File: config.mk
export PLATFORM = sky130hd
export DESIGN_NAME = bcc_ctrl
export DESIGN_NICKNAME = d
export VERILOG_FILES = /design/src/bcc_pkg.sv /design/src/bcc_ctrl.sv
export SDC_FILE = /design/constraint.sdc
export NUM_CORES = 1
export LEC_CHECK = 0
export BUFFER_PORTS_ARGS = -buffer_cell sky130_fd_sc_hd__buf_2
export CAP_MARGIN = 40
export CELL_PAD_IN_SITES_DETAIL_PLACEMENT = 0
export CELL_PAD_IN_SITES_GLOBAL_PLACEMENT = 1
export CORE_MARGIN = 2
export CORE_UTILIZATION = 30
export CTS_CLUSTER_DIAMETER = 50
export DETAILED_ROUTE_END_ITERATION = 16
export GPL_TIMING_DRIVEN = 0
export PLACE_DENSITY_LB_ADDON = 0.12
export SLEW_MARGIN = 20
export SYNTH_ARGS = -nofsm -noshare
export SYNTH_HDL_FRONTEND = slang
export SYNTH_SLANG_ARGS = --single-unit
File: constraint.sdc
create_clock -name clk -period 1.6 [get_ports clk]
set_input_delay 0.32 -clock clk [delete_from_list [all_inputs] [get_ports clk]]
set_output_delay 0.32 -clock clk [all_outputs]
set_load 0.02 [all_outputs]
File: src/bcc_pkg.sv
// Shared types, constants and decode helpers for the byte-coded CPU step core.
`timescale 1ns / 1ps
package bcc_pkg;

  localparam int ADDR_BITS_DEF = 16;

  localparam logic [15:0] PC_RESET = 16'h0040;
  localparam logic [15:0] SP_RESET = 16'd1028;
  localparam logic [15:0] CR_RESET = 16'h0001;

  localparam logic [1:0] ITEM_WRITE = 2'd0;
  localparam logic [1:0] ITEM_STEP  = 2'd1;
  localparam logic [1:0] ITEM_READ  = 2'd2;

  localparam logic [7:0] INS_INT = 8'h01;

  typedef enum logic [4:0] {
    DP_NOP, DP_CLEAR, DP_HOST_WR, DP_HOST_RD, DP_TICK, DP_INT, DP_FETCH,
    DP_HALT, DP_IMM_RD, DP_EXEC, DP_JRE, DP_SET, DP_LD_LO, DP_LD_HI,
    DP_LD_WB, DP_ST_LO, DP_ST_HI
  } dp_op_t;

  typedef enum logic [3:0] {
    R_PC, R_SP, R_DP, R_CR, R_A, R_B, R_C, R_D, R_L, R_P
  } reg_id_t;

  typedef enum logic [2:0] {
    IC_INT, IC_IMM, IC_LOAD, IC_STORE, IC_SIMPLE
  } ins_class_t;

  typedef struct packed {
    dp_op_t      op;
    logic        load_ir;
    logic [15:0] clr_addr;
  } dp_cmd_t;

  typedef struct packed {
    logic       halted;
    logic       int_pend;
    logic [7:0] mem_q;
    logic [7:0] ir;
  } dp_stat_t;

  typedef struct packed {
    logic [15:0] pc;
    logic [15:0] sp;
    logic [15:0] dp;
    logic [15:0] cr;
    logic [15:0] a;
    logic [15:0] b;
    logic [15:0] c;
    logic [15:0] d;
    logic [15:0] l;
    logic [15:0] p;
  } cpu_regs_t;

  typedef struct packed {
    logic capture;
    logic rd_item;
  } out_ctl_t;

  function automatic ins_class_t ins_class(input logic [7:0] ins);
    ins_class_t k;
    if (ins == INS_INT) k = IC_INT;
    else if (ins[7:2] == 6'b000001 || ins[7:6] == 2'b11) k = IC_IMM;
    else if (ins[7:4] == 4'h2) k = IC_LOAD;
    else if (ins[7:4] == 4'h3) k = IC_STORE;
    else k = IC_SIMPLE;
    return k;
  endfunction

  function automatic reg_id_t ptr_id(input logic [1:0] s);
    reg_id_t r;
    unique case (s)
      2'd0: r = R_C;
      2'd1: r = R_D;
      2'd2: r = R_SP;
      default: r = R_DP;
    endcase
    return r;
  endfunction

  function automatic reg_id_t acc_id(input logic [1:0] s);
    reg_id_t r;
    unique case (s)
      2'd0: r = R_A;
      2'd1: r = R_B;
      2'd2: r = R_C;
      default: r = R_L;
    endcase
    return r;
  endfunction

  function automatic reg_id_t mov_src_id(input logic [2:0] s);
    reg_id_t r;
    unique case (s)
      3'd0: r = R_A;
      3'd1: r = R_C;
      3'd2: r = R_D;
      3'd3: r = R_L;
      3'd4: r = R_P;
      3'd5: r = R_SP;
      3'd6: r = R_DP;
      default: r = R_PC;
    endcase
    return r;
  endfunction

  function automatic reg_id_t mov_dst_id(input logic [2:0] s);
    reg_id_t r;
    unique case (s)
      3'd0: r = R_B;
      3'd1: r = R_C;
      3'd2: r = R_D;
      3'd3: r = R_L;
      3'd4: r = R_P;
      3'd5: r = R_SP;
      3'd6: r = R_DP;
      default: r = R_CR;
    endcase
    return r;
  endfunction

  function automatic reg_id_t set_dst_id(input logic [2:0] s);
    reg_id_t r;
    unique case (s)
      3'd0: r = R_A;
      3'd1: r = R_B;
      3'd2: r = R_C;
      3'd3: r = R_D;
      3'd4: r = R_L;
      3'd5: r = R_P;
      3'd6: r = R_DP;
      default: r = R_CR;
    endcase
    return r;
  endfunction

endpackage

File: src/bcc_ctrl.sv
// Controller: sequences memory clearing, item handling and CPU step phases.
`timescale 1ns / 1ps
module bcc_ctrl #(
  parameter int ADDR_BITS = bcc_pkg::ADDR_BITS_DEF
) (
  input  logic              clk,
  input  logic              rst_n,
  input  logic              in_valid,
  input  logic [1:0]        in_opcode,
  output logic              in_ready,
  input  logic              out_ready,
  output logic              out_valid,
  input  bcc_pkg::dp_stat_t stat,
  output bcc_pkg::dp_cmd_t  cmd,
  output bcc_pkg::out_ctl_t octl
);

  typedef enum logic [3:0] {
    S_CLEAR, S_IDLE, S_TICK, S_CHECK, S_INS, S_IMM, S_LD_HI, S_LD_WB, S_ST_HI, S_DONE
  } state_t;

  state_t               state_r, state_nxt;
  logic [ADDR_BITS-1:0] clr_cnt_r, clr_cnt_nxt;
  logic                 out_valid_r, out_valid_nxt;
  logic                 rd_item_r, rd_item_nxt;
  logic                 accept;

  assign in_ready  = (state_r == S_IDLE);
  assign out_valid = out_valid_r;
  assign accept    = in_valid && in_ready;

  always_comb begin
    state_nxt     = state_r;
    clr_cnt_nxt   = clr_cnt_r;
    out_valid_nxt = out_valid_r && !out_ready;
    rd_item_nxt   = rd_item_r;
    cmd           = '{op: bcc_pkg::DP_NOP, load_ir: 1'b0, clr_addr: 16'(clr_cnt_r)};
    octl          = '{capture: 1'b0, rd_item: rd_item_r};
    unique case (state_r)
      S_CLEAR: begin
        cmd.op      = bcc_pkg::DP_CLEAR;
        clr_cnt_nxt = clr_cnt_r + 1'b1;
        if (&clr_cnt_r) state_nxt = S_IDLE;
      end
      S_IDLE: begin
        if (accept) begin
          rd_item_nxt = (in_opcode == bcc_pkg::ITEM_READ);
          state_nxt   = S_DONE;
          case (in_opcode)
            bcc_pkg::ITEM_WRITE: cmd.op = bcc_pkg::DP_HOST_WR;
            bcc_pkg::ITEM_READ:  cmd.op = bcc_pkg::DP_HOST_RD;
            bcc_pkg::ITEM_STEP:  if (!stat.halted) state_nxt = S_TICK;
            default: ;
          endcase
        end
      end
      S_TICK: begin
        cmd.op    = bcc_pkg::DP_TICK;
        state_nxt = S_CHECK;
      end
      S_CHECK: begin
        if (stat.int_pend) begin
          cmd.op    = bcc_pkg::DP_INT;
          state_nxt = S_DONE;
        end else begin
          cmd.op    = bcc_pkg::DP_FETCH;
          state_nxt = S_INS;
        end
      end
      S_INS: begin
        state_nxt = S_DONE;
        if (stat.mem_q == 8'h00) begin
          cmd.op = bcc_pkg::DP_HALT;
        end else begin
          cmd.load_ir = 1'b1;
          unique case (bcc_pkg::ins_class(stat.mem_q))
            bcc_pkg::IC_INT: cmd.op = bcc_pkg::DP_INT;
            bcc_pkg::IC_IMM: begin
              cmd.op    = bcc_pkg::DP_IMM_RD;
              state_nxt = S_IMM;
            end
            bcc_pkg::IC_LOAD: begin
              cmd.op    = bcc_pkg::DP_LD_LO;
              state_nxt = S_LD_HI;
            end
            bcc_pkg::IC_STORE: begin
              cmd.op    = bcc_pkg::DP_ST_LO;
              state_nxt = S_ST_HI;
            end
            default: cmd.op = bcc_pkg::DP_EXEC;
          endcase
        end
      end
      S_IMM: begin
        cmd.op    = (stat.ir[7:6] == 2'b11) ? bcc_pkg::DP_SET : bcc_pkg::DP_JRE;
        state_nxt = S_DONE;
      end
      S_LD_HI: begin
        cmd.op    = bcc_pkg::DP_LD_HI;
        state_nxt = S_LD_WB;
      end
      S_LD_WB: begin
        cmd.op    = bcc_pkg::DP_LD_WB;
        state_nxt = S_DONE;
      end
      S_ST_HI: begin
        cmd.op    = bcc_pkg::DP_ST_HI;
        state_nxt = S_DONE;
      end
      S_DONE: begin
        if (!out_valid_r || out_ready) begin
          octl.capture  = 1'b1;
          out_valid_nxt = 1'b1;
          state_nxt     = S_IDLE;
        end
      end
      default: state_nxt = S_IDLE;
    endcase
  end

  always_ff @(posedge clk) begin
    if (!rst_n) begin
      state_r     <= S_CLEAR;
      clr_cnt_r   <= '0;
      out_valid_r <= 1'b0;
      rd_item_r   <= 1'b0;
    end else begin
      state_r     <= state_nxt;
      clr_cnt_r   <= clr_cnt_nxt;
      out_valid_r <= out_valid_nxt;
      rd_item_r   <= rd_item_nxt;
    end
  end

endmodule
# Word-level counts from Yosys, hierarchy flattened

Cells that the tools add are included.

Bits of input ports: 24
Logic and storage cells: 70
Register bits: 22
Output and inout bits: 26

Equality and inequality tests: 23
Add/sub/neg operators: 1
Reductions and logical operators: 14
Muxes and demuxes: 28

Operator list:

| operator                                       | number |
|---|---|
| case mux 5 bit (9 select lines)                | 1 |
| two-way mux 4 bit                              | 8 |
| case mux 4 bit (8 select lines)                | 1 |
| two-way mux 3 bit                              | 6 |
| adder 16 x 1 -> 16 bit (second input constant) | 1 |
| == test 4 x 2 -> 1 bit (second input constant) | 4 |
| == test 4 x 3 -> 1 bit (second input constant) | 4 |
| case mux 4 bit (4 select lines)                | 1 |
| AND reduction 16 bit                           | 1 |
| case mux 4 bit (3 select lines)                | 1 |
| == test 4 bit (second input constant)          | 2 |
| == test 8 x 1 -> 1 bit (second input constant) | 1 |
| zero test 8 bit                                | 1 |
| two-way mux 1 bit                              | 7 |
| == test 2 bit (second input constant)          | 3 |
| == test 3 x 2 -> 1 bit (second input constant) | 2 |
| == test 6 x 1 -> 1 bit (second input constant) | 1 |
| == test 4 x 1 -> 1 bit (second input constant) | 1 |
| zero test 4 bit                                | 1 |
| two-way mux 2 bit                              | 2 |
| inequality test 2 bit (second input constant)  | 2 |
| case mux 2 bit (2 select lines)                | 1 |
| == test 3 x 1 -> 1 bit (second input constant) | 1 |
| zero test 3 bit                                | 1 |
| 9 further kinds                                | 12 |

# Depth between registers and ports, before layout

Depth in word-level cells: 11
Gate-level depth with buffers: 5
Mapped depth without buffers: 5

# Worst setup path before layout

No wires, ideal clock.

Kind: input to output
Start point: in stat[11] (netlist bit)
End point: out cmd[19] (netlist bit)
Cell stages on the path: 4
Arrival time: 1.539 ns
Setup slack: -0.259 ns
Data required time: 1.280 ns
Path buffers: 0
Path through: or4_4 -> nor2_1 -> nor2_1 -> o21ai_0

RTL lines:

| what               | RTL line       | source |
|---|---|---|
| start: declaration | bcc_ctrl.sv:13 | `input bcc_pkg::dp_stat_t stat,` |
| end: declaration   | bcc_ctrl.sv:14 | `output bcc_pkg::dp_cmd_t cmd,` |

==> results.yml <==
status:
  status: "complete, but fails checks"
  violations: "negative setup slack"
min_path:
  hold_class: "in -> reg"
route:
  drc: 0
  vias: 1536
  firstDrtPassIters: 4
  drt-total-wl_um: 4230
  avgViaCountPerCell: 5.24
  first_iter_violations: 53
  wl_per_cell_um: 14.4
  ant_nets: 0
pwr:
  power_mw: 1.04
  combPwrFrac_pct: 8.4
  p_int_uw: 802
  cellLeakagePower_nw: 0.923
  p_sw_share_pct: 22.8
  cellPowerDensity_nw_per_um2: 470
  ir_drop_mv: 0.321
  p_clk_share_pct: 38.1
  p_sw_uw: 236
  p_seq_share_pct: 53.5
placed_design:
  gp_congestion: 0.810
  post-dp-hpwl_um: 2840
  place_inst: 262
  placed_cell_area_um2: 1670
  port_buffers: 42
timing:
  slew_headroom_pct: 68.5
  skew_ns: 0.00283
  slew_violations: 0
  worst_slew_pin_slew_ns: 0.473
  final.period_utilization_pct: 118
  period_needed_ns: 1.90
  finalSetupViolCount: 19
  max_freq_mhz: 528
  finalHoldViolCount: 0
  rsz0062_at_grt: "true"
  setup_ws_ns: -0.296
yosys:
  syn_area_um2: 1370
  ys_ff_latch: 22
  postSynthCellCount: 168
  seq_area_frac_synth_pct: 32.2
  async_reset_ff_share_pct: 0
  synth.avg_cell_area_um2: 8.15
  synth_nets: 193
  synth_edf_count: 0
  ys.warnings.count: 0
  ys_types: 49
  synth_flop_cell: "dfxtp_1"
critical_path:
  crit_fanout: 5
  crit_arrival_ns: 1.58
  endpoint_kind: "output pin"
  path_class: "reg -> out"
  startpoint_type: "flip-flop"
  rrSetupSlack_ns: -0.20
  required_ns: 1.28
global_routing:
  grt_pass1_vias: 1479
  antenna_found_initial: 0
  track_usage_pct: 16.4
  grt_pass1_wl_um: 6840
  globalRouteOverflowTotal: 0
  grt_max_degree: 13
finish:
  multi_input_area_um2: 1030
  regArea_um2: 455
  drive_above_1_share_pct: 49.0
  design_area_um2: 2210
  layout_common_cells: "buf_2 (35), buf_4 (24), nor2_1 (18), dfxtp_1 (18)"
  stdcell_count: 293
  antenna_cells: 0
  fillers: 439
  area_delta_synth_final_pct: 61.4
  final_util_pct: 50.4
  final_common_cell: "buf_2"
  finalNetCount: 267
cts:
  cts_tree: "built"
  clk_path_buf_depth: 2
  root_buffer: "clkbuf_8"
  clk_latency_ns: 0.26
  cts_buffers: 3
  clk_pin_slew_ns: 0.08
  htree_levels: 1
  cts_sinks: 22
floorplanning:
  die_x_um: 71.5
  start_util_pct: 31.2
  die_area_um2: 5120
  row_count: 24
  io_pins: 50
  coreArea_um2: 4380
  die_h_um: 71.5
flow_run:
  cap_violations: 0
==> path summary, 6_finish.rpt <==
| kind | start | endpoint | cells past startpoint |
|---|---|---|---|
| worst max-delay path | state_r[2] | cmd[17] | 6 |
| worst min-delay path | rst_n | state_r[2] | 2 |
| worst max register to register | state_r[1] | clr_cnt_r[10] | 7 |
| worst min register to register | rd_item_r | rd_item_r | 2 |
==> per-stage QoR <==
step           hold WS (ns)  setup slack, ns  TNS [ns]
2_1_floorplan         0.437           -0.107    -0.222
3_3_place_gp          0.447           -0.291     -1.27
3_5_place_dp          0.456           -0.308     -1.36
4_1_cts               0.378           -0.313     -1.38
5_1_grt               0.393           -0.375     -3.53
6_report              0.382           -0.296     -2.00
==> registers in the layout, summed over array words and instances (netlist names) <==
register   cells
clr_cnt_r     16
out_valid      1
rd_item_r      1
state_r        4
==> area by class of cell <==
cell class	instances	area share, %
well taps	52	2.94
inverters	4	0.680
clock buffers	4	2.49
flip-flops and latches	22	20.6
repair buffers	70	23.2
multi-input cells	134	46.7
plain buffers	7	3.40
==> cells by family (layout without fill, tap and decap cells) <==
family	after synthesis	after routing	share of synthesized area (%)
flip-flops	22	22	32.2
XOR/XNOR	10	10	6.40
AO/OA/AOI/OAI	33	33	17.5
multiplexers	1	1	0.731
AND/OR/NAND/NOR	89	89	38.2
adder cells (fa/ha/maj)	1	1	0.914
buffers and inverters	12	85	4.11
==> power by group through the flow <==
stage                     Sequential, mW  Combinational (mW)  Clock (mW)
after floorplan                    0.582              0.0338           0
after global placement             0.575              0.0815           0
after detailed placement           0.576              0.0826           0
after CTS                          0.556              0.0852       0.414
after global routing               0.557              0.0956       0.447
final                              0.556              0.0869       0.396
==> layer usage <==
layer  GRT usage, %  up-vias  wire length (um)
met5              0        -                 0
met4           5.45        0                56
met3           2.25        7               162
met2           30.2       40              2290
met1           19.3      732              1720
li1               -      757                 -
==> critical path, cell delays in order (launching register included) <==
cell	delay [ns]
dfxtp_4	0.37
buf_8	0.13
nor2_4	0.09
nand3_2	0.09
or3b_4	0.40
o221ai_2	0.07
buf_4	0.17
==> cells in the mapped netlist, drive strengths merged, types with 5 or more instances <==
master,number,share of area (%)
nor2,22,6.0
nand2,14,3.8
nand3,6,2.2
nor2b,5,2.3
buf,6,2.5
nand4,9,5.2
a21oi,9,3.3
and3,5,2.3
dfxtp,22,32
xor2,9,5.8
o21ai,5,1.8
o21bai,6,3.3
==> timing repair <==
item                                    in CTS  in global routing
endpoints found under the setup margin      11                 21
hold buffers                                 0                  0
pin swaps                                   12                 12
setup buffers                               19                  8
resized for setup                           39                 29
cloned                                       0                  1
No activity file was read; power rests on OpenSTA's default activity.
